## config.mk

```make
export PLATFORM = sky130hd
export DESIGN_NAME = worst_fit_block_allocator
export DESIGN_NICKNAME = d
export VERILOG_FILES = /design/src/rtl/wfa_pkg.sv /design/src/rtl/wfa_cell.sv /design/src/rtl/worst_fit_block_allocator.sv
export SDC_FILE = /design/constraint.sdc
export NUM_CORES = 2
export LEC_CHECK = 0
export CAP_MARGIN = 20
export CORE_MARGIN = 2
export CORE_UTILIZATION = 50
export CTS_BUF_LIST = sky130_fd_sc_hd__clkbuf_16
export CTS_CLUSTER_SIZE = 25
export DETAILED_ROUTE_END_ITERATION = 10
export DONT_BUFFER_PORTS = 1
export PLACE_DENSITY = 0.68
export SLEW_MARGIN = 20
export SYNTH_ARGS = -nofsm -noshare
export SYNTH_HDL_FRONTEND = slang
export SYNTH_SLANG_ARGS = --single-unit
```

## constraint.sdc

```tcl
create_clock -name clock -period 3.85 [get_ports clock]
set_input_delay 0.1925 -clock clock [delete_from_list [all_inputs] [get_ports clock]]
set_output_delay 0.1925 -clock clock [all_outputs]
set_load 0.05 [all_outputs]
```

## src/rtl/wfa_pkg.sv

```systemverilog
// shared types and constants for the worst-fit block allocator
`default_nettype none

package wfa_pkg;

   localparam int NUM_BLOCKS = 16;
   localparam int SIZE_BITS  = 16;

   localparam int FUNC_W   = 1;
   localparam int BLKIDX_W = 4;
   localparam int FSIZE_W  = 16;
   localparam int COUNT_W  = 5;

   localparam logic [FUNC_W-1:0] FUNC_LOAD  = 1'b0;
   localparam logic [FUNC_W-1:0] FUNC_ALLOC = 1'b1;

   typedef struct packed {
      logic [FUNC_W-1:0]   func;
      logic [BLKIDX_W-1:0] block_index;
      logic [FSIZE_W-1:0]  block_size;
      logic [FSIZE_W-1:0]  request_size;
   } req_type;

   typedef struct packed {
      logic                granted;
      logic [BLKIDX_W-1:0] chosen_block;
      logic [FSIZE_W-1:0]  leftover;
   } rsp_type;

endpackage

`default_nettype wire

```

## src/rtl/wfa_cell.sv

```systemverilog
// one block of the allocator: stored size, used flag and one stage of the search probe
`default_nettype none

module wfa_cell #(
   parameter int CELL_INDEX = 0,
   parameter int IDX_W      = 4,
   parameter int SIZE_BITS  = wfa_pkg::SIZE_BITS
) (
   input  wire logic                        clock,
   input  wire logic                        reset,
   input  wire logic [wfa_pkg::COUNT_W-1:0] block_count,
   input  wire logic                        load_en,
   input  wire logic [IDX_W-1:0]            load_idx,
   input  wire logic [SIZE_BITS-1:0]        load_size,
   input  wire logic                        mark_en,
   input  wire logic [IDX_W-1:0]            mark_idx,
   input  wire logic                        in_valid,
   input  wire logic [SIZE_BITS-1:0]        in_req,
   input  wire logic                        in_found,
   input  wire logic [IDX_W-1:0]            in_idx,
   input  wire logic [SIZE_BITS-1:0]        in_left,
   output logic                             out_valid,
   output logic [SIZE_BITS-1:0]             out_req,
   output logic                             out_found,
   output logic [IDX_W-1:0]                 out_idx,
   output logic [SIZE_BITS-1:0]             out_left
);

   localparam logic [IDX_W-1:0] MY_IDX = IDX_W'(CELL_INDEX);

   logic [SIZE_BITS-1:0] size_ff;
   logic                 used_ff, used_in;
   logic                 valid_ff;
   logic [SIZE_BITS-1:0] req_ff, left_ff, left_in;
   logic                 found_ff, found_in;
   logic [IDX_W-1:0]     idx_ff, idx_in;

   logic                 active;
   logic                 fits;
   logic [SIZE_BITS-1:0] my_left;
   logic                 take;

   // block takes part only below the configured count
   assign active  = 32'(CELL_INDEX) < 32'(block_count);
   assign fits    = (size_ff >= in_req);
   assign my_left = size_ff - in_req;
   assign take    = active && !used_ff && fits && (!in_found || (my_left > in_left));

   always_comb begin
      used_in = used_ff;
      if (load_en && (load_idx == MY_IDX)) begin
         used_in = 1'b0;
      end else if (mark_en && (mark_idx == MY_IDX)) begin
         used_in = 1'b1;
      end
      found_in = in_found;
      idx_in   = in_idx;
      left_in  = in_left;
      if (take) begin
         found_in = 1'b1;
         idx_in   = MY_IDX;
         left_in  = my_left;
      end
   end

   always_ff @(posedge clock) begin
      if (reset) begin
         used_ff  <= 1'b0;
         valid_ff <= 1'b0;
      end else begin
         used_ff  <= used_in;
         valid_ff <= in_valid;
      end
   end

   always_ff @(posedge clock) begin
      if (load_en && (load_idx == MY_IDX)) begin
         size_ff <= load_size;
      end
      req_ff   <= in_req;
      found_ff <= found_in;
      idx_ff   <= idx_in;
      left_ff  <= left_in;
   end

   assign out_valid = valid_ff;
   assign out_req   = req_ff;
   assign out_found = found_ff;
   assign out_idx   = idx_ff;
   assign out_left  = left_ff;

endmodule

`default_nettype wire

```

## src/rtl/worst_fit_block_allocator.sv

```systemverilog
// worst-fit block allocator: request control and the chain of block cells
// a load request is taken and gives no response
// an allocation probe walks the cell chain one block per cycle; its response is
// registered once the probe leaves the last cell
// no new request is taken while an allocation probe is in the cell chain
// synchronous active-high reset clears used flags, block_count and all control;
// stored sizes are not cleared
`default_nettype none

module worst_fit_block_allocator #(
   parameter int NUM_BLOCKS = wfa_pkg::NUM_BLOCKS,
   parameter int SIZE_BITS  = wfa_pkg::SIZE_BITS
) (
   input  wire logic                        clock,
   input  wire logic                        reset,
   input  wire logic                        req_valid,
   output logic                             req_ready,
   input  wire wfa_pkg::req_type            req_data,
   output logic                             rsp_valid,
   input  wire logic                        rsp_ready,
   output wfa_pkg::rsp_type                 rsp_data,
   input  wire logic                        csr_valid,
   output logic                             csr_ready,
   input  wire logic [wfa_pkg::COUNT_W-1:0] csr_data
);

   localparam int IDX_W = (NUM_BLOCKS > 1) ? $clog2(NUM_BLOCKS) : 1;

   typedef enum logic [1:0] {
      ST_IDLE = 2'b01,
      ST_SCAN = 2'b10
   } state_type;

   state_type state_ff, state_in;

   logic [wfa_pkg::COUNT_W-1:0] count_ff;
   logic                        inj_valid_ff;
   logic [SIZE_BITS-1:0]        inj_req_ff;
   logic                        rsp_valid_ff, rsp_valid_in;
   wfa_pkg::rsp_type            rsp_data_ff;

   logic                 req_fire;
   logic                 alloc_fire;
   logic                 load_en;
   logic [IDX_W-1:0]     load_idx;
   logic [SIZE_BITS-1:0] load_size;
   logic                 mark_en;

   logic                 chain_valid [NUM_BLOCKS+1];
   logic [SIZE_BITS-1:0] chain_req   [NUM_BLOCKS+1];
   logic                 chain_found [NUM_BLOCKS+1];
   logic [IDX_W-1:0]     chain_idx   [NUM_BLOCKS+1];
   logic [SIZE_BITS-1:0] chain_left  [NUM_BLOCKS+1];

   assign csr_ready  = 1'b1;
   assign req_ready  = (state_ff == ST_IDLE) && (!rsp_valid_ff || rsp_ready);
   assign req_fire   = req_valid && req_ready;
   assign alloc_fire = req_fire && (req_data.func == wfa_pkg::FUNC_ALLOC);
   assign load_en    = req_fire && (req_data.func == wfa_pkg::FUNC_LOAD) &&
                       (32'(req_data.block_index) < 32'(NUM_BLOCKS));
   assign load_idx   = IDX_W'(req_data.block_index);
   assign load_size  = SIZE_BITS'(req_data.block_size);

   // probe head: nothing found yet
   assign chain_valid[0] = inj_valid_ff;
   assign chain_req[0]   = inj_req_ff;
   assign chain_found[0] = 1'b0;
   assign chain_idx[0]   = '0;
   assign chain_left[0]  = '0;

   for (genvar gi = 0; gi < NUM_BLOCKS; gi++) begin : g_cell
      wfa_cell #(
         .CELL_INDEX (gi),
         .IDX_W      (IDX_W),
         .SIZE_BITS  (SIZE_BITS)
      ) u_cell (
         .clock       (clock),
         .reset       (reset),
         .block_count (count_ff),
         .load_en     (load_en),
         .load_idx    (load_idx),
         .load_size   (load_size),
         .mark_en     (mark_en),
         .mark_idx    (chain_idx[NUM_BLOCKS]),
         .in_valid    (chain_valid[gi]),
         .in_req      (chain_req[gi]),
         .in_found    (chain_found[gi]),
         .in_idx      (chain_idx[gi]),
         .in_left     (chain_left[gi]),
         .out_valid   (chain_valid[gi+1]),
         .out_req     (chain_req[gi+1]),
         .out_found   (chain_found[gi+1]),
         .out_idx     (chain_idx[gi+1]),
         .out_left    (chain_left[gi+1])
      );
   end

   // winner is marked used as the probe leaves the chain
   assign mark_en = chain_valid[NUM_BLOCKS] && chain_found[NUM_BLOCKS];

   always_comb begin
      state_in = state_ff;
      case (state_ff)
         ST_IDLE: begin
            if (alloc_fire) begin
               state_in = ST_SCAN;
            end
         end
         ST_SCAN: begin
            if (chain_valid[NUM_BLOCKS]) begin
               state_in = ST_IDLE;
            end
         end
         default: begin
            state_in = ST_IDLE;
         end
      endcase

      rsp_valid_in = rsp_valid_ff;
      if (chain_valid[NUM_BLOCKS]) begin
         rsp_valid_in = 1'b1;
      end else if (rsp_ready) begin
         rsp_valid_in = 1'b0;
      end
   end

   always_ff @(posedge clock) begin
      if (reset) begin
         state_ff     <= ST_IDLE;
         count_ff     <= '0;
         inj_valid_ff <= 1'b0;
         rsp_valid_ff <= 1'b0;
      end else begin
         state_ff     <= state_in;
         inj_valid_ff <= alloc_fire;
         rsp_valid_ff <= rsp_valid_in;
         if (csr_valid && csr_ready) begin
            count_ff <= csr_data;
         end
      end
   end

   always_ff @(posedge clock) begin
      if (alloc_fire) begin
         inj_req_ff <= SIZE_BITS'(req_data.request_size);
      end
      if (chain_valid[NUM_BLOCKS]) begin
         rsp_data_ff.granted <= chain_found[NUM_BLOCKS];
         if (chain_found[NUM_BLOCKS]) begin
            rsp_data_ff.chosen_block <= wfa_pkg::BLKIDX_W'(chain_idx[NUM_BLOCKS]);
            rsp_data_ff.leftover     <= wfa_pkg::FSIZE_W'(chain_left[NUM_BLOCKS]);
         end else begin
            rsp_data_ff.chosen_block <= '0;
            rsp_data_ff.leftover     <= '0;
         end
      end
   end

   assign rsp_valid = rsp_valid_ff;
   assign rsp_data  = rsp_data_ff;

endmodule

`default_nettype wire

```

==> summary.txt <==
Global route
  • Gr usage total: 25.7%
  • GR peak layer: met2
  • Initial antenna violation count: 15
  • First-pass GRT wire length: 187000 µm
  • Largest net degree at the start of global routing: 41
  • Vias in the first global route: 33100
  • Remaining global-route overflow: 0
  • Met3 usage: 3.79%
  • Met2 Use GR: 42.7%
  • Grt met1 use: 34.6%

Placement
  • Placed Cells: 5910
  • HPWL Detailed: 90000 µm
  • IO buf count: 0
  • Pre-CTS setup slack: -0.362 ns
  • RD Place Congestion: 0.911

Critical path
  • Worst r2r src: g_cell[13].u_cell.size_ff[3]
  • Req. time, crit path: 4.42 ns
  • CP Capture Type: flip-flop
  • Peak fanout along the critical path: 6
  • R2R setup slack: -0.15 ns
  • R2R Path End: g_cell[13].u_cell.out_left[13]
  • Crit start category: flip-flop
  • Register-to-Register Path Depth: 15
  • Arrival @ worst endpoint: 4.56 ns
  • WS Path Type: reg -> reg

Timing
  • Worst-Margin Slew: 1.14 ns
  • Endpoints failing hold: 0
  • Rel. slew slack: 23.9%
  • RSZ-0062 raised after global routing: yes
  • Fin worst setup slack: -0.146 ns
  • Final Max Tran Viols: 0
  • Skew final: 0.0266 ns
  • Fin crit share: 104%
  • Worst Hold Slack: 0.0813 ns
  • Post-layout min period: 4.00 ns
  • Max Clk Rate: 250 MHz
  • # setup viols final: 81
  • TNS Setup: -5.67 ns

Synthesis
  • Syn nets: 4974
  • Seq/Total Area, Yosys: 45.8%
  • Synth unique cells: 91
  • Mux contribution to synthesized area: 6.18%
  • Post-synth ARST share: 0%
  • Yosys top cell by area: dfxtp_1
  • Compound-Gate Fraction of Synth Area: 13.5%
  • Largest family of logic cells by synthesized area: adder cells
  • Cells after Synth: 4415
  • Synth Area per Inst: 10.3 µm²
  • Post-synth EDFFs: 293
  • Area fraction of the dominant cell type after synthesis: 26.5%
  • Simple-Gate Fraction of Synth Area: 11.2%
  • Synth Register Bits: 895
  • Post-Synth Adder-Cell Area: 14.3%
  • Synth Cell Area: 45500 µm²
  • Main synth FF type: dfxtp_1
  • Synth Area in XOR/XNOR: 3.06%
  • Ranking of synthesized cells by area: dfxtp_1 26%, edfxtp_1 19%, ha_1 14%
  • Ys Warns: 0

Outcome
  • Status: finished, violations left
  • Failing checks: negative setup slack

Clock tree
  • Clock tree buffer depth: 3
  • H-tree Lvls: 3
  • TritonCTS clock tree: built
  • Clock root buffer: clkbuf_16
  • Latest clock arrival within the worst-skew pair: 0.68 ns
  • Total CTS buffers: 92
  • Clock slew seen by the registers of the worst setup and hold paths: 0.06 ns
  • CTS Sinks: 895

Min path
  • Hold depth: 3
  • Hold WC Path Type: in -> reg
  • Min-Delay Startpoint: req_data[35]
  • Hold endpoint: g_cell[13].u_cell.size_ff[15]

Routing
  • Final wirelength: 125000 µm
  • Vias: 34300
  • Detailed router's first-iteration violation count: 2469
  • Routed Antenna Nets: 0
  • Detailed Routing Iterations Pass 1: 6
  • Routed len/inst: 20.1 µm
  • Drt via density: 5.49
  • Residual DRC: 0

Finish
  • Final core utilization: 63.5%
  • Final #Nets: 5539
  • Share of cells above drive strength 1: 24.3%
  • Area delta synth->final: 25.9%
  • Filler-free cell count of the finished design: 6240

Floorplanning
  • Die area: 93400 µm²
  • Std cell rows: 110
  • Starting Density: 50.5%
  • Die extent in y: 306 µm
  • I/O Pins: 71
  • Die width: 306 µm
  • Core area: 90100 µm²

Power and ir drop
  • Max IR drop VDD: 0.000346 V
  • Cell area power density: 473 nW/µm²
  • Leak pwr: 25.8 nW

Run
  • Max-cap violations: 0
## cell families (layout without fill, tap and decap cells)
group / after synthesis / count (layout)
compound gates: 932 / 932
xor+xnor: 159 / 159
fa+ha+maj: 512 / 512
buf+inv: 684 / 1329
flops: 895 / 895
mux: 252 / 252
other cells: 1 / 5
simple gates: 980 / 980
## what timing repair did
action / in CTS / in global routing
pin swaps: 101 / 190
hold buffers: 70 / 0
setup buffers: 36 / 47
gates cloned: 8 / 3
endpoints found under the setup margin: 267 / 284
gates resized for setup: 251 / 433
hold endpoints to repair: 377 / 0
## worst max-delay path: stages, from the launching register on
cell and delay, ns:
edfxtp_1 0.41, ha_4 0.23, a21o_1 0.15, a21o_1 0.16, a221o_1 0.46, a21o_1 0.23, and4b_1 0.18, a311o_1 0.36
ha_1 0.32, nand4_1 0.14, nor2_2 0.25, nand4_1 0.20, o211ai_1 0.15, buf_4 0.19, buf_8 0.14, mux2_4 0.31
## sequential cells by signal, summed over array words and instances, names as in the netlist, 2 cells and up
name                     flops
g_cell.u_cell.out_req      240
rsp_data                    21
g_cell.u_cell.out_valid     16
g_cell.u_cell.out_idx       49
count_ff                     5
inj_req_ff                  16
state_ff                     2
g_cell.u_cell.out_left     256
g_cell.u_cell.size_ff      256
g_cell.u_cell.used_ff       16
g_cell.u_cell.out_found     16
## stage by stage
stage / instance area, µm² / power [mW]
global placement: 49700 / 16.4
global route: 57300 / 28.3
CTS: 55100 / 26.5
finish: 57300 / 27.1
detailed placement: 49700 / 16.5
floorplan: 45500 / 14.8
## Yosys cell counts, types with 40 or more instances
master / n
nor2_1: 241
mux2_2: 188
nand4_1: 61
xnor2_1: 99
clkbuf_1: 40
mux2i_1: 40
nor3_1: 80
o21ai_0: 185
xor2_1: 60
ha_1: 496
inv_1: 603
edfxtp_1: 293
a21oi_1: 261
nand3_1: 61
dfxtp_1: 602
nand2_1: 155
nor2b_1: 113
and2_1: 44
a21o_1: 114
o21a_1: 67
nand2b_1: 66
## how the worst max path moves through the flow
| stage | depth (start not counted) | start | end | slack [ns] |
|---|---|---|---|---|
| 2_1_floorplan | 17 | g_cell[9].u_cell.size_ff[0] | g_cell[9].u_cell.out_left[10] | 0.0006 |
| 3_3_place_gp | 17 | g_cell[9].u_cell.size_ff[0] | g_cell[9].u_cell.out_left[8] | -0.23 |
| 3_5_place_dp | 17 | g_cell[12].u_cell.size_ff[1] | g_cell[12].u_cell.out_left[7] | -0.36 |
| 4_1_cts | 17 | g_cell[13].u_cell.size_ff[3] | g_cell[13].u_cell.out_left[13] | -0.06 |
| 5_1_grt | 17 | g_cell[15].u_cell.size_ff[1] | g_cell[15].u_cell.out_left[13] | -0.32 |
| 6_report | 15 | g_cell[13].u_cell.size_ff[3] | g_cell[13].u_cell.out_left[13] | -0.15 |
## layout make-up
class / instances / area (µm²)
inverter: 603 / 2260
antenna: 4 / 10.0
multi-input combinational: 2836 / 24600
clock inverter: 76 / 767
timing repair buffer: 552 / 4880
tap: 1176 / 1470
fill: 6989 / 32900
sequential: 895 / 20900
clock buffer: 98 / 2450
## where the power goes
group	switching [mW]	internal, mW
clock network	3.94	5.47
logic	2.86	3.12
registers	0.855	10.9
total	7.66	19.4
## metal layers
| layer | wire length [µm] | vias up |
|---|---|---|
| li1 | - | 16700 |
| met1 | 55700 | 16400 |
| met2 | 58900 | 883 |
| met3 | 6580 | 262 |
| met4 | 4070 | 14 |
| met5 | 91 | - |
## placed cells by master, fill, tap and decap left out, types with 98 or more instances in the layout
master	n
ha_1	456
nor2b_1	98
a21o_1	114
nor2_1	225
clkbuf_16	103
dfxtp_1	583
a21oi_1	224
o21ai_0	122
edfxtp_1	293
mux2_4	180
buf_4	419
nand2_1	154
inv_1	610
Power figures use the tool's default switching activity.
